==> config.mk <==
export PLATFORM = sky130hd
export DESIGN_NAME = line_position_estimator
export DESIGN_NICKNAME = d
export VERILOG_FILES = /design/src/design/lpe_pkg.sv /design/src/design/line_position_estimator.sv /design/src/design/lpe_ctrl.sv /design/src/design/lpe_datapath.sv
export VERILOG_INCLUDE_DIRS = /design/src /design/src/design
export SDC_FILE = /design/constraint.sdc
export NUM_CORES = 2
export LEC_CHECK = 0
export CAP_MARGIN = 20
export CORE_AREA = 3 3 280 282
export DETAILED_ROUTE_END_ITERATION = 16
export DIE_AREA = 0 0 283 285
export DONT_BUFFER_PORTS = 1
export PLACE_DENSITY = 0.69
export SLEW_MARGIN = 5
export SYNTH_ARGS = -nofsm -noshare
export SYNTH_HDL_FRONTEND = slang
export SYNTH_SLANG_ARGS = --single-unit
==> constraint.sdc <==
create_clock -name clk_i -period 12.1 [get_ports clk_i]
set_input_delay 2.42 -clock clk_i [delete_from_list [all_inputs] [get_ports clk_i]]
set_output_delay 2.42 -clock clk_i [all_outputs]
set_load 0.03 [all_outputs]
==> src/design/line_position_estimator_defines.svh <==
// Assertion macros shared by the line position estimator RTL.
`ifndef LINE_POSITION_ESTIMATOR_DEFINES_SVH
`define LINE_POSITION_ESTIMATOR_DEFINES_SVH

`ifndef ASSERT_OFF
// Property checked on every rising clock edge outside reset.
`define LPE_ASSERT(lbl, prop, msg) \
  lbl: assert property (@(posedge clk_i) disable iff (!rst_ni) (prop)) else $error(msg);
// Condition in one cycle implies a condition in the next.
`define LPE_ASSERT_NEXT(lbl, ante, cons, msg) \
  lbl: assert property (@(posedge clk_i) disable iff (!rst_ni) (ante) |=> (cons)) \
    else $error(msg);
`else
`define LPE_ASSERT(lbl, prop, msg)
`define LPE_ASSERT_NEXT(lbl, ante, cons, msg)
`endif

`endif

==> src/design/lpe_pkg.sv <==
// Types and constants of the line position estimator.
package lpe_pkg;

  localparam int NSENS      = 4;
  localparam int SENS_W     = 2;
  localparam int SAMPLE_W   = 10;
  localparam int SAMPLE_MAX = 1000;
  localparam int THR_W      = 10;
  localparam int THR_MAX    = 1023;
  localparam int OFF_W      = 10;
  localparam int GAIN_W     = 12;
  localparam int ERR_W      = 15;
  localparam int ERR_LIMIT  = 10000;
  localparam int CODE_W     = 2;

  // Quotient bits of the centroid divide: |centroid| <= 512, scale <= 40950/256.
  localparam int Q_W        = 17;
  localparam int CNT_W      = 5;

  // Result case codes
  localparam logic [CODE_W-1:0] CASE_CENTROID = 2'd0;
  localparam logic [CODE_W-1:0] CASE_EDGE     = 2'd1;
  localparam logic [CODE_W-1:0] CASE_LOST     = 2'd2;

  // Configuration register indexes
  localparam int CFG_IDX_W  = 3;
  localparam int CFG_DATA_W = 12;
  localparam logic [CFG_IDX_W-1:0] REG_THRESHOLD = 3'd0;
  localparam logic [CFG_IDX_W-1:0] REG_OFFSET_0  = 3'd1;
  localparam logic [CFG_IDX_W-1:0] REG_OFFSET_1  = 3'd2;
  localparam logic [CFG_IDX_W-1:0] REG_OFFSET_2  = 3'd3;
  localparam logic [CFG_IDX_W-1:0] REG_OFFSET_3  = 3'd4;
  localparam logic [CFG_IDX_W-1:0] REG_GAIN      = 3'd5;

  // Register reset values
  localparam logic [THR_W-1:0]  THR_RST  = 10'd100;
  localparam logic [OFF_W-1:0]  OFF0_RST = 10'h35B;  // -165
  localparam logic [OFF_W-1:0]  OFF1_RST = 10'h3A6;  // -90
  localparam logic [OFF_W-1:0]  OFF2_RST = 10'd90;
  localparam logic [OFF_W-1:0]  OFF3_RST = 10'd165;
  localparam logic [GAIN_W-1:0] GAIN_RST = 12'd1551;

  typedef struct packed {
    logic [SAMPLE_W-1:0] sample_0;
    logic [SAMPLE_W-1:0] sample_1;
    logic [SAMPLE_W-1:0] sample_2;
    logic [SAMPLE_W-1:0] sample_3;
  } in_beat_t;

  typedef struct packed {
    logic signed [ERR_W-1:0] error_hundredths;
    logic [CODE_W-1:0]       case_code;
  } out_beat_t;

  typedef struct packed {
    logic [THR_W-1:0]             threshold;
    logic [NSENS-1:0][OFF_W-1:0]  offset;
    logic [GAIN_W-1:0]            gain;
  } cfg_t;

  // Controller to datapath
  typedef struct packed {
    logic              load;
    logic              acc_en;
    logic [SENS_W-1:0] sensor;
    logic              mul_en;
    logic              scale_en;
    logic              div_init;
    logic              div_step;
    logic              finish;
  } dp_cmd_t;

  // Datapath to controller
  typedef struct packed {
    logic seen;
    logic low_sum;
    logic out_free;
  } dp_status_t;

endpackage

==> src/design/line_position_estimator.sv <==
// Line position estimator top level: configuration registers and core wiring.
//
// Takes one beat of four reflectance samples at a time and returns one result
// beat per input: the line error in hundredths of percent and a case code
// (centroid, edge sensor, line lost). A weighted centroid result passes a
// serial accumulate over the four sensors, one multiply and one scale stage,
// then the setup step and the 17 steps of the restoring divider; results for
// the edge and line-lost cases skip the divider. in_stall_o is high while an
// item is in flight; a finished result sits in the output register until
// taken. The next item may be accepted once a result is in that register,
// and its own result waits until the register is free.
// Configuration writes are taken in any cycle and must happen while idle.
// The moving-average rings start cleared after reset with no warm-up pass.
module line_position_estimator #(
  parameter int FILTER_DEPTH = 4
) (
  input  logic                                clk_i,
  input  logic                                rst_ni,
  input  logic                                in_valid_i,
  output logic                                in_stall_o,
  input  lpe_pkg::in_beat_t                   in_data_i,
  output logic                                out_valid_o,
  input  logic                                out_stall_i,
  output lpe_pkg::out_beat_t                  out_data_o,
  input  logic                                cfg_valid_i,
  output logic                                cfg_ready_o,
  input  logic [lpe_pkg::CFG_IDX_W-1:0]       cfg_index_i,
  input  logic [lpe_pkg::CFG_DATA_W-1:0]      cfg_data_i
);

  lpe_pkg::cfg_t       cfg_q;
  lpe_pkg::dp_cmd_t    cmd;
  lpe_pkg::dp_status_t status;

  assign cfg_ready_o = 1'b1;

  // configuration register file
  always_ff @(posedge clk_i or negedge rst_ni) begin
    if (!rst_ni) begin
      cfg_q.threshold <= lpe_pkg::THR_RST;
      cfg_q.offset[0] <= lpe_pkg::OFF0_RST;
      cfg_q.offset[1] <= lpe_pkg::OFF1_RST;
      cfg_q.offset[2] <= lpe_pkg::OFF2_RST;
      cfg_q.offset[3] <= lpe_pkg::OFF3_RST;
      cfg_q.gain      <= lpe_pkg::GAIN_RST;
    end else if (cfg_valid_i) begin
      unique case (cfg_index_i)
        lpe_pkg::REG_THRESHOLD: cfg_q.threshold <= cfg_data_i[lpe_pkg::THR_W-1:0];
        lpe_pkg::REG_OFFSET_0:  cfg_q.offset[0] <= cfg_data_i[lpe_pkg::OFF_W-1:0];
        lpe_pkg::REG_OFFSET_1:  cfg_q.offset[1] <= cfg_data_i[lpe_pkg::OFF_W-1:0];
        lpe_pkg::REG_OFFSET_2:  cfg_q.offset[2] <= cfg_data_i[lpe_pkg::OFF_W-1:0];
        lpe_pkg::REG_OFFSET_3:  cfg_q.offset[3] <= cfg_data_i[lpe_pkg::OFF_W-1:0];
        lpe_pkg::REG_GAIN:      cfg_q.gain      <= cfg_data_i[lpe_pkg::GAIN_W-1:0];
        default: begin
        end
      endcase
    end
  end

  lpe_ctrl u_ctrl (
    .clk_i      (clk_i),
    .rst_ni     (rst_ni),
    .in_valid_i (in_valid_i),
    .in_stall_o (in_stall_o),
    .status_i   (status),
    .cmd_o      (cmd)
  );

  lpe_datapath #(
    .FILTER_DEPTH (FILTER_DEPTH)
  ) u_datapath (
    .clk_i       (clk_i),
    .rst_ni      (rst_ni),
    .cmd_i       (cmd),
    .status_o    (status),
    .cfg_i       (cfg_q),
    .in_data_i   (in_data_i),
    .out_valid_o (out_valid_o),
    .out_stall_i (out_stall_i),
    .out_data_o  (out_data_o)
  );

endmodule

==> src/design/lpe_ctrl.sv <==
// Sequencer of the line position estimator: one item at a time.
module lpe_ctrl (
  input  logic               clk_i,
  input  logic               rst_ni,
  input  logic               in_valid_i,
  output logic               in_stall_o,
  input  lpe_pkg::dp_status_t status_i,
  output lpe_pkg::dp_cmd_t    cmd_o
);

  localparam logic [2:0] S_IDLE  = 3'd0;
  localparam logic [2:0] S_ACC   = 3'd1;
  localparam logic [2:0] S_MUL   = 3'd2;
  localparam logic [2:0] S_SCALE = 3'd3;
  localparam logic [2:0] S_DIVI  = 3'd4;
  localparam logic [2:0] S_DIV   = 3'd5;
  localparam logic [2:0] S_FIN   = 3'd6;

  logic [2:0]                state_q, state_d;
  logic [lpe_pkg::CNT_W-1:0] cnt_q, cnt_d;

  assign in_stall_o = (state_q != S_IDLE);

  // Next state and datapath commands
  always_comb begin
    state_d = state_q;
    cnt_d   = cnt_q;
    cmd_o   = '0;
    cmd_o.sensor = cnt_q[lpe_pkg::SENS_W-1:0];
    unique case (state_q)
      S_IDLE: begin
        if (in_valid_i) begin
          cmd_o.load = 1'b1;
          cnt_d      = '0;
          state_d    = S_ACC;
        end
      end
      S_ACC: begin
        cmd_o.acc_en = 1'b1;
        if (cnt_q == lpe_pkg::CNT_W'(lpe_pkg::NSENS - 1)) begin
          state_d = S_MUL;
        end else begin
          cnt_d = cnt_q + 1'b1;
        end
      end
      S_MUL: begin
        cmd_o.mul_en = 1'b1;
        state_d      = S_SCALE;
      end
      S_SCALE: begin
        cmd_o.scale_en = 1'b1;
        // lost line and weak line need no divide
        if (!status_i.seen || status_i.low_sum) begin
          state_d = S_FIN;
        end else begin
          state_d = S_DIVI;
        end
      end
      S_DIVI: begin
        cmd_o.div_init = 1'b1;
        cnt_d          = '0;
        state_d        = S_DIV;
      end
      S_DIV: begin
        cmd_o.div_step = 1'b1;
        if (cnt_q == lpe_pkg::CNT_W'(lpe_pkg::Q_W - 1)) begin
          state_d = S_FIN;
        end else begin
          cnt_d = cnt_q + 1'b1;
        end
      end
      S_FIN: begin
        if (status_i.out_free) begin
          cmd_o.finish = 1'b1;
          state_d      = S_IDLE;
        end
      end
      default: begin
        state_d = S_IDLE;
      end
    endcase
  end

  always_ff @(posedge clk_i or negedge rst_ni) begin
    if (!rst_ni) begin
      state_q <= S_IDLE;
      cnt_q   <= '0;
    end else begin
      state_q <= state_d;
      cnt_q   <= cnt_d;
    end
  end

endmodule

==> src/design/lpe_datapath.sv <==
// Datapath: sample rings, running sums, centroid accumulate, scale and divide.
`include "line_position_estimator_defines.svh"

module lpe_datapath #(
  parameter int FILTER_DEPTH = 4
) (
  input  logic                clk_i,
  input  logic                rst_ni,
  input  lpe_pkg::dp_cmd_t    cmd_i,
  output lpe_pkg::dp_status_t status_o,
  input  lpe_pkg::cfg_t       cfg_i,
  input  lpe_pkg::in_beat_t   in_data_i,
  output logic                out_valid_o,
  input  logic                out_stall_i,
  output lpe_pkg::out_beat_t  out_data_o
);

  localparam int SLOT_W  = (FILTER_DEPTH > 1) ? $clog2(FILTER_DEPTH) : 1;
  localparam int SUM_W   = $clog2(lpe_pkg::SAMPLE_MAX * FILTER_DEPTH + 1);
  localparam int LIMIT_W = $clog2(lpe_pkg::THR_MAX * FILTER_DEPTH + 1);
  localparam int DEN_W   = SUM_W + 2;
  localparam int NUM_W   = SUM_W + 12;
  localparam int P_W     = NUM_W + 13;
  localparam int X_W     = P_W + 4;
  localparam int MAG_W   = X_W - 8;
  localparam int NS      = lpe_pkg::NSENS;
  localparam int SW      = lpe_pkg::SAMPLE_W;
  localparam int EW      = lpe_pkg::ERR_W;
  localparam int QW      = lpe_pkg::Q_W;

  localparam logic [EW-1:0] ERR_POS = EW'(lpe_pkg::ERR_LIMIT);
  localparam logic [EW-1:0] ERR_NEG = EW'(-lpe_pkg::ERR_LIMIT);

  // ring storage; a slot that was never written counts as zero in the sums
  logic [SW-1:0]           ring_q [NS][FILTER_DEPTH];
  logic [FILTER_DEPTH-1:0] ring_vld_q;
  logic [SLOT_W-1:0]       slot_q, slot_d;
  logic [SUM_W-1:0]        sums_q [NS];
  logic [SUM_W-1:0]        sums_d [NS];
  logic [SW-1:0]           sat [NS];
  logic [SW-1:0]           raw [NS];

  logic signed [NUM_W-1:0] num_q, num_d;
  logic [DEN_W-1:0]        den_q, den_d;
  logic [SUM_W-1:0]        max_val_q, max_val_d;
  logic [lpe_pkg::SENS_W-1:0] max_idx_q, max_idx_d;
  logic                    seen_q, seen_d;

  logic [LIMIT_W-1:0]      limit;
  logic [DEN_W-1:0]        limit_den;
  logic [DEN_W-1:0]        limit2;
  logic                    low_sum;

  logic [SUM_W-1:0]        sum_sel;
  logic signed [lpe_pkg::OFF_W-1:0] off_sel;
  logic signed [lpe_pkg::OFF_W-1:0] off_max;
  logic signed [SUM_W+10:0] term;
  logic                    qual;

  logic signed [NUM_W-1:0] mul_a;
  logic signed [lpe_pkg::GAIN_W:0] gain_s;
  logic signed [P_W-1:0]   prod_q, prod_d;

  logic signed [X_W-1:0]   xw, x10;
  logic [X_W-1:0]          absx;
  logic [MAG_W-1:0]        mag_q;
  logic                    neg_q;

  logic [DEN_W-1:0]        rem_q, rem_d;
  logic [QW-1:0]           quo_q, quo_d;
  logic [DEN_W:0]          trial;
  logic                    ge;

  logic [MAG_W-1:0]        sel_mag;
  logic [EW-2:0]           clamped;
  logic [EW-1:0]           mag_ext;
  logic [EW-1:0]           err_val;
  logic signed [EW-1:0]    last_err_q;
  logic                    last_pos;

  lpe_pkg::out_beat_t      out_q, out_d;
  logic                    out_valid_q;

  logic                    err_ok;
  logic                    lost_ok;

  // saturate incoming samples
  assign raw[0] = in_data_i.sample_0;
  assign raw[1] = in_data_i.sample_1;
  assign raw[2] = in_data_i.sample_2;
  assign raw[3] = in_data_i.sample_3;

  always_comb begin
    for (int s = 0; s < NS; s++) begin
      sat[s] = (raw[s] > SW'(lpe_pkg::SAMPLE_MAX)) ? SW'(lpe_pkg::SAMPLE_MAX) : raw[s];
    end
  end

  // running sums: drop the sample leaving the window, add the new one
  always_comb begin
    for (int s = 0; s < NS; s++) begin
      sums_d[s] = sums_q[s]
                - (ring_vld_q[slot_q] ? SUM_W'(ring_q[s][slot_q]) : '0)
                + SUM_W'(sat[s]);
    end
  end

  assign slot_d = (slot_q == SLOT_W'(FILTER_DEPTH - 1)) ? '0 : slot_q + 1'b1;

  always_ff @(posedge clk_i) begin
    if (cmd_i.load) begin
      for (int s = 0; s < NS; s++) begin
        ring_q[s][slot_q] <= sat[s];
      end
    end
  end

  // thresholds
  assign limit     = LIMIT_W'(cfg_i.threshold * FILTER_DEPTH);
  assign limit_den = DEN_W'(limit);
  assign limit2    = limit_den << 1;
  assign low_sum   = (den_q < limit2);

  // one sensor per cycle into the centroid sums
  assign sum_sel = sums_q[cmd_i.sensor];
  assign off_sel = $signed(cfg_i.offset[cmd_i.sensor]);
  assign term    = $signed({1'b0, sum_sel}) * off_sel;
  assign qual    = (DEN_W'(sum_sel) > limit_den);

  always_comb begin
    num_d     = num_q;
    den_d     = den_q;
    max_val_d = max_val_q;
    max_idx_d = max_idx_q;
    seen_d    = seen_q;
    if (cmd_i.load) begin
      num_d     = '0;
      den_d     = '0;
      max_val_d = '0;
      max_idx_d = '0;
      seen_d    = 1'b0;
    end else if (cmd_i.acc_en && qual) begin
      num_d  = num_q + NUM_W'(term);
      den_d  = den_q + DEN_W'(sum_sel);
      seen_d = 1'b1;
      if (sum_sel > max_val_q) begin
        max_val_d = sum_sel;
        max_idx_d = cmd_i.sensor;
      end
    end
  end

  // scale by gain: centroid numerator, or the strongest sensor's offset
  assign off_max = $signed(cfg_i.offset[max_idx_q]);
  assign mul_a   = low_sum ? NUM_W'(off_max) : num_q;
  assign gain_s  = $signed({1'b0, cfg_i.gain});
  assign prod_d  = mul_a * gain_s;

  // times ten, magnitude, drop the Q8 fraction
  assign xw   = X_W'(prod_q);
  assign x10  = (xw <<< 3) + (xw <<< 1);
  assign absx = x10[X_W-1] ? X_W'(-x10) : X_W'(x10);

  // restoring divide of the magnitude by the weight sum, one bit a step
  assign trial = {rem_q, quo_q[QW-1]};
  assign ge    = (trial >= {1'b0, den_q});

  always_comb begin
    rem_d = rem_q;
    quo_d = quo_q;
    if (cmd_i.div_init) begin
      rem_d = DEN_W'(mag_q >> QW);
      quo_d = mag_q[QW-1:0];
    end else if (cmd_i.div_step) begin
      rem_d = ge ? DEN_W'(trial - {1'b0, den_q}) : DEN_W'(trial);
      quo_d = {quo_q[QW-2:0], ge};
    end
  end

  // clamp, sign and case select
  assign sel_mag  = low_sum ? mag_q : MAG_W'(quo_q);
  assign clamped  = (sel_mag > MAG_W'(lpe_pkg::ERR_LIMIT)) ?
                    (EW-1)'(lpe_pkg::ERR_LIMIT) : sel_mag[EW-2:0];
  assign mag_ext  = {1'b0, clamped};
  assign err_val  = neg_q ? EW'(-mag_ext) : mag_ext;
  assign last_pos = !last_err_q[EW-1] && (last_err_q != '0);

  always_comb begin
    if (!seen_q) begin
      out_d.error_hundredths = last_pos ? ERR_POS : ERR_NEG;
      out_d.case_code        = lpe_pkg::CASE_LOST;
    end else if (low_sum) begin
      out_d.error_hundredths = err_val;
      out_d.case_code        = lpe_pkg::CASE_EDGE;
    end else begin
      out_d.error_hundredths = err_val;
      out_d.case_code        = lpe_pkg::CASE_CENTROID;
    end
  end

  // state with defined reset
  always_ff @(posedge clk_i or negedge rst_ni) begin
    if (!rst_ni) begin
      ring_vld_q  <= '0;
      slot_q      <= '0;
      for (int s = 0; s < NS; s++) begin
        sums_q[s] <= '0;
      end
      last_err_q  <= '0;
      out_valid_q <= 1'b0;
    end else begin
      if (cmd_i.load) begin
        ring_vld_q[slot_q] <= 1'b1;
        slot_q             <= slot_d;
        for (int s = 0; s < NS; s++) begin
          sums_q[s] <= sums_d[s];
        end
      end
      if (cmd_i.finish && seen_q && !low_sum) begin
        last_err_q <= $signed(err_val);
      end
      if (cmd_i.finish) begin
        out_valid_q <= 1'b1;
      end else if (!out_stall_i) begin
        out_valid_q <= 1'b0;
      end
    end
  end

  // working registers
  always_ff @(posedge clk_i) begin
    num_q     <= num_d;
    den_q     <= den_d;
    max_val_q <= max_val_d;
    max_idx_q <= max_idx_d;
    seen_q    <= seen_d;
    rem_q     <= rem_d;
    quo_q     <= quo_d;
    if (cmd_i.mul_en) begin
      prod_q <= prod_d;
    end
    if (cmd_i.scale_en) begin
      mag_q <= absx[X_W-1:8];
      neg_q <= x10[X_W-1];
    end
    if (cmd_i.finish) begin
      out_q <= out_d;
    end
  end

  assign status_o.seen     = seen_q;
  assign status_o.low_sum  = low_sum;
  assign status_o.out_free = !out_valid_q || !out_stall_i;
  assign out_valid_o       = out_valid_q;
  assign out_data_o        = out_q;

  // result checks
  assign err_ok  = ($signed(out_q.error_hundredths) <= 15'sd10000) &&
                   ($signed(out_q.error_hundredths) >= -15'sd10000);
  assign lost_ok = (out_q.case_code != lpe_pkg::CASE_LOST) ||
                   (out_q.error_hundredths == ERR_POS) ||
                   (out_q.error_hundredths == ERR_NEG);

  `LPE_ASSERT(err_in_range, !out_valid_q || err_ok, "result error outside +/-10000")
  `LPE_ASSERT(lost_is_full_scale, !out_valid_q || lost_ok, "line lost result not full scale")
  `LPE_ASSERT(div_den_nonzero, !cmd_i.div_init || (den_q != '0), "divide with zero weight sum")
  `LPE_ASSERT_NEXT(finish_shows_beat, cmd_i.finish, out_valid_q, "finished result not presented")

endmodule
=== Yosys cells after proc, flatten, opt, wreduce, memory -nomap -nowiden ===
Memory sizes are Yosys's and may differ from the RTL's.
Index checks and enable logic that the tools add are counted.

* Register bits: 312
* Memories kept: 1
* Output and inout port bits: 20
* Input bits: 60
* Bits in writable memories: 160
* Word-level logic and storage cells: 186

* Mux-type cells: 70
* Multiply operators: 2
* Add/subtract/negate cells: 16
* Reductions and logical operators: 28
* Eq/ne operators: 21
* $lt $le $gt $ge: 16
* Bitwise gates (word level): 3

{| class="wikitable"
|+ Memory list
! memory !! depth !! width !! read ports !! clocked after Yosys merged registers in !! wr ports !! line !! source
|-
| u_datapath.ring_q || 4 || 40 || 4 || 0 || 4 || lpe_datapath.sv:35 || <nowiki>logic [SW-1:0] ring_q [NS][FILTER_DEPTH];</nowiki>
|}

{| class="wikitable"
|+ Operators by type and width
! kind !! number
|-
| 10-bit 2-to-1 mux || 19
|-
| 10-bit binary-select mux with 2-bit select || 6
|-
| 40-bit 2-to-1 mux || 2
|-
| 14-bit 2-to-1 mux || 4
|-
| 17-bit 2-to-1 mux || 3
|-
| 12-bit by 10-bit adder with 12-bit output || 4
|-
| 12-bit subtractor || 4
|-
| 40-bit by 38-bit adder with 41-bit output || 1
|-
| 41-bit negation || 1
|-
| 10-bit > comparator (second input constant) || 4
|-
| 24-bit by 13-bit multiplier with 37-bit output || 1
|-
| 33-bit by 14-bit > comparator with 1-bit output (second input constant) || 1
|-
| 33-bit 2-to-1 mux || 1
|-
| 15-bit 2-to-1 mux || 2
|-
| 24-bit by 23-bit adder with 24-bit output || 1
|-
| 12-bit binary-select mux with 2-bit select || 1
|-
| 12-bit > comparator || 2
|-
| 12-bit 2-to-1 mux || 2
|-
| 24-bit 2-to-1 mux || 1
|-
| 13-bit by 10-bit multiplier with 23-bit output || 1
|-
| 3-bit case mux with 7 select lines || 1
|-
| 10-bit demux with 2-bit select || 1
|-
| 5-bit case mux with 4 select lines || 1
|-
| 3-bit equality test (second input constant) || 5
|-
| other kinds (36) || 87
|}

=== Logic depth before layout (Yosys ltp) ===
* Word-level depth: 7
* Depth in mapped cells: 38
* Gate-level depth less buffers: 33

=== Hierarchy ===
Synthesis repeated with hierarchy kept, for this count alone.

* Cells, all modules: 4095
* Area, all modules: 42022.8 um^2

{| class="wikitable"
|+ By module, submodules not included
! module !! times used !! seq. area each (um^2) !! area each (um^2) !! cells an instance
|-
| lpe_datapath || 1 || 11190.7 || 38848.5 || 3891
|-
| line_position_estimator || 1 || 1589.0 || 2582.5 || 138
|-
| lpe_ctrl || 1 || 200.2 || 591.8 || 66
|}

=== Least setup slack after synthesis ===
Ideal clock, no wire load.

* Kind: register to register
* Start: register cfg_q[54] (netlist name)
* End: register u_datapath.prod_q[33], data pin
* Arrival: 8028 ps
* Period minus slack after synthesis: 8287 ps
* Setup slack: 3813 ps
* Stages on the path, launching flop included: 35
* Required time: 11841 ps
* Buffers on the path: 5
* Cell sequence: dfstp_2 > inv_1 > ha_1 > a21o_1 > a21oi_1 > o211ai_1 > and2_1 > clkbuf_1 > clkbuf_1 > clkbuf_1 > clkbuf_1 > a21o_1 > clkbuf_1 > nand2_1 > fa_1 > inv_1 > fa_1 > fa_1 > fa_1 > inv_1 > fa_1 > inv_1 > ha_1 > or2_2 > a21o_1 > a21oi_1 > nor2b_1 > o21a_1 > o31a_1 > o41a_1 > a211oi_1 > nor3_1 > a21o_1 > a21oi_1 > xnor2_1

* Longest elaborated chain between the ends: 3

{| class="wikitable"
|+ RTL lines
! what !! line !! source
|-
| start: declaration || line_position_estimator.sv:31 || <nowiki>lpe_pkg::cfg_t cfg_q;</nowiki>
|-
| 14-bit by 13-bit < comparator with 1-bit output || lpe_datapath.sv:122 || <nowiki>assign low_sum = (den_q < limit2);</nowiki>
|-
| 24-bit 2-to-1 mux || lpe_datapath.sv:155 || <nowiki>assign mul_a = low_sum ? NUM_W'(off_max) : num_q;</nowiki>
|-
| 24-bit by 13-bit multiplier with 37-bit output || lpe_datapath.sv:157 || <nowiki>assign prod_d = mul_a * gain_s;</nowiki>
|-
| named net u_datapath.prod_d[33] || lpe_datapath.sv:62 || <nowiki>logic signed [P_W-1:0] prod_q, prod_d;</nowiki>
|-
| end signal: assignment || lpe_datapath.sv:240 || <nowiki>prod_q <= prod_d;</nowiki>
|-
| end: declaration || lpe_datapath.sv:62 ||
|}

The timed path passes the listed nets, and every way through them passes these cells.
A chain may end at the register's enable or synchronous reset.

=== Worst setup path in the final report ===
* Start: register cfg_q[60] (netlist name)
* End: register u_datapath.prod_q[36], data pin

The elaborated chain is that of the path after synthesis.

==> impl_metrics.tcl <==
set metrics [dict create \
    outcome "completed" \
    tritoncts "built" \
    most_frequent_standard_cell_in_the_layout_excluding_fill_and_tap_cells "sky130_fd_sc_hd__inv_1" \
    timing_hold_violations_final 0 \
    floorplan.initialDensity_pct 55.0 \
    rsz0062_at_grt "false" \
    postSynthCellCount 4161 \
    routed_via_density 5.63 \
    grt_use_total_pct 24.9 \
    critical_path.endpoint_type "flop" \
    num-nets-final 4816 \
    critical_path.startpoint "cfg_q[60]" \
    timing.critical_path.mode_cell "sky130_fd_sc_hd__fa_1" \
    worst-endpoint-required_ns 12.44 \
    syn2layout_area_growth_pct 6.76 \
    layout_fillers 6386 \
    ant_nets 0 \
    fmax_mhz 112 \
    clock_network_latency_to_the_later_pin_of_the_worst_skew_pair_ns 0.63 \
    coreArea_mm2 0.0759 \
    first_global_vias 29900 \
    flops_latches_synth 472 \
    crit_arrival_ns 9.30 \
    path_clk_slew_ns 0.06 \
    routed-via-count 28900 \
    synth-edff-count 279 \
    mostFrequentLayoutCells "634 x sky130_fd_sc_hd__inv_1, 496 x sky130_fd_sc_hd__nand2_1, 402 x sky130_fd_sc_hd__fa_1" \
    remaining_drc_errors 0 \
    ctsHoldBuffers 0 \
    layout_min_cycle_time_ns 8.96 \
    globalRouteOverflowTotal 0 \
    multi_input_comb_area_mm2 0.0257 \
    wirelength_mm 98.1 \
    drive_above_1_share_pct 8.00 \
    post_synth_instance_area_mm2 0.0418 \
    dpl_cells 5028 \
    yosysWarnings 0 \
    finalSetupViolations 0 \
    die_x_um 283 \
    antenna_found_initial 7 \
    hpwl_mm 73.2 \
    synth_seq_area_share_pct 31.1 \
    worstHoldStart "u_datapath.num_q[23]" \
    grt_first_pass_wirelength_mm 160 \
    finalCritPeriodShare_pct 74.0 \
    ctsLongestPathBuffers 3 \
    post_synth_main_area_contributors "sky130_fd_sc_hd__edfxtp_1 20%, sky130_fd_sc_hd__fa_1 19%, sky130_fd_sc_hd__ha_1 9.0%, sky130_fd_sc_hd__dfrtp_1 6.6%, sky130_fd_sc_hd__inv_1 5.7%" \
    dr_iter_0_viols 2002 \
    crit_path_top_delay_cell "sky130_fd_sc_hd__and2_1" \
    num_io_pins 80 \
    cts_made_buffers 54 \
    max_slew.worst_pin.slew_ns 1.06 \
    routedWlPerCell_um 19.1 \
    synth_nets 4923 \
    cp_max_fo 33 \
    slew_viol_final 0 \
    gp_routability_congestion 0.918 \
    drv.max_cap_violation_count 0 \
    rows 101 \
    cts.root.buffer_cell "sky130_fd_sc_hd__clkbuf_16" \
    cts.htree.levels 2 \
    dieHeight_um 285 \
    timing.clock.skew_ns 0.0294 \
    post-cts-setup-buffer-count 0 \
    cts.sinks 472 \
    drtPass1Iterations 5 \
    post_cts_resized 0 \
    async_reset_ff_share_pct 29.7 \
    worstSetupPathType "reg -> reg" \
    path_category_of_the_worst_min_delay_check "reg -> reg" \
    avgSynthCellArea_um2 10.0 \
    regToRegStartpoint "cfg_q[60]" \
    fin_cells 5134 \
    post-synth-top-area-fraction_pct 20.1 \
    worst_path_largest_cell_delay_ns 0.63 \
    setup_total_negative_slack_ns 0 \
    startpoint_type "flop" \
    area.sequential_mm2 0.0130 \
    synthDominantAreaCellType "sky130_fd_sc_hd__edfxtp_1" \
    relSlewSlack_pct 29.2 \
    largest_net_degree_at_the_start_of_global_routing 141 \
    synth_top_flop_cell "sky130_fd_sc_hd__edfxtp_1" \
    io_buffer_count 0 \
    area_of_the_die_mm2 0.0807 \
    synthDistinctLibCells 89 \
    hold_slack_ns 0.461 \
]
through the flow:
stage | utilization, % | cell area (um2) | worst slack (ns)
final | 58.7 | 44600 | 3.14
after global routing | 58.7 | 44600 | 2.51
after floorplan | - | 41800 | 3.81
after CTS | 58.7 | 44600 | 3.25
after detailed placement | 56.1 | 42600 | 3.30
after global placement | 56.1 | 42600 | 3.52
registers in the layout, indices dropped and copies added, names as in the netlist, 3 cells and up:
name and cells:
u_datapath.ring_q 160, cfg_q 62, u_datapath.sums_q 48, u_datapath.prod_q 37
u_datapath.mag_q 33, u_datapath.num_q 24, u_datapath.out_data_o 17, u_datapath.quo_q 17
u_datapath.last_err_q 15, u_datapath.den_q 14, u_datapath.rem_q 14, u_datapath.max_val_q 12
u_ctrl.cnt_q 5, u_datapath.ring_vld_q 4, u_ctrl.state_q 3
synthesized netlist by cell type, drive strengths merged (6+ instances only):
| cell | count |
|---|---|
| inv | 634 |
| nand2 | 497 |
| fa | 402 |
| ha | 300 |
| edfxtp | 279 |
| and2 | 247 |
| nor2 | 207 |
| clkbuf | 175 |
| a21oi | 164 |
| o21ai | 154 |
| xnor2 | 111 |
| dfrtp | 110 |
| a21o | 94 |
| mux4 | 73 |
| mux2 | 63 |
| dfxtp | 53 |
| xor2 | 52 |
| nor3 | 51 |
| nand3 | 45 |
| mux2i | 39 |
| nand2b | 31 |
| dfstp | 30 |
| nor2b | 24 |
| nor4 | 22 |
| o21a | 22 |
| and3 | 20 |
| nand4 | 19 |
| or3 | 18 |
| a211oi | 17 |
| a31oi | 16 |
| buf | 16 |
| o31ai | 15 |
| o21bai | 14 |
| o211ai | 13 |
| or2 | 13 |
| o31a | 10 |
| nor3b | 9 |
| a2111oi | 7 |
| a21boi | 7 |
| or4 | 7 |
| and4 | 6 |
| nand3b | 6 |
| o41ai | 6 |
layout make-up:
type,count,share of cell area [%]
diodes,4,0.0224
clock inverters,31,1.17
inverters,634,5.33
multi-input cells,2864,57.7
clock buffers,71,3.31
well taps,1030,2.89
repair buffers,28,0.471
flip-flops and latches,472,29.1
worst max-delay path: cells and delay by family, from the launching register on:
family / cells / cell delay, ns
compound gates: 10 / 2.85
fa+ha+maj: 7 / 3.22
simple gates: 7 / 1.47
xor+xnor: 1 / 0.13
flops: 1 / 0.36
buf+inv: 5 / 0.60
worst paths after layout:
path,cells past startpoint,slack (ns),endpoint
max,30,3.14,u_datapath.prod_q[36]
min,1,0.46,u_datapath.num_q[23]
max reg2reg,30,3.14,u_datapath.prod_q[36]
min reg2reg,1,0.46,u_datapath.num_q[23]
max in group asynchronous,0,10.18,cfg_q[10]
min in group asynchronous,0,1.48,u_ctrl.cnt_q[4]
metal layers:
layer | part of all wire [%] | wire length [um] | global-route usage, %
met3 | 5.5 | 5360 | 3.43
met4 | 3.5 | 3440 | 8.30
met5 | 0 | 0 | 0
met1 | 44 | 43100 | 33.6
met2 | 47 | 46100 | 41.6
logic make-up (layout without fill, tap and decap cells):
family                   Yosys count  in the layout  share of synthesized area [%]
AND/OR/NAND/NOR                 1239           1239                           14.4
adder cells (fa/ha/maj)          702            702                           28.2
AO/OA/AOI/OAI                    584            584                           8.88
multiplexers                     175            175                           6.57
flip-flops                       472            472                           31.1
buffers and inverters            825            764                           7.44
other                              1              5                        0.00897
XOR/XNOR                         163            163                           3.42
Power is left out: the tool's default activity adds up to more than one toggle a clock period on the data nets, which glitch-free logic cannot reach.
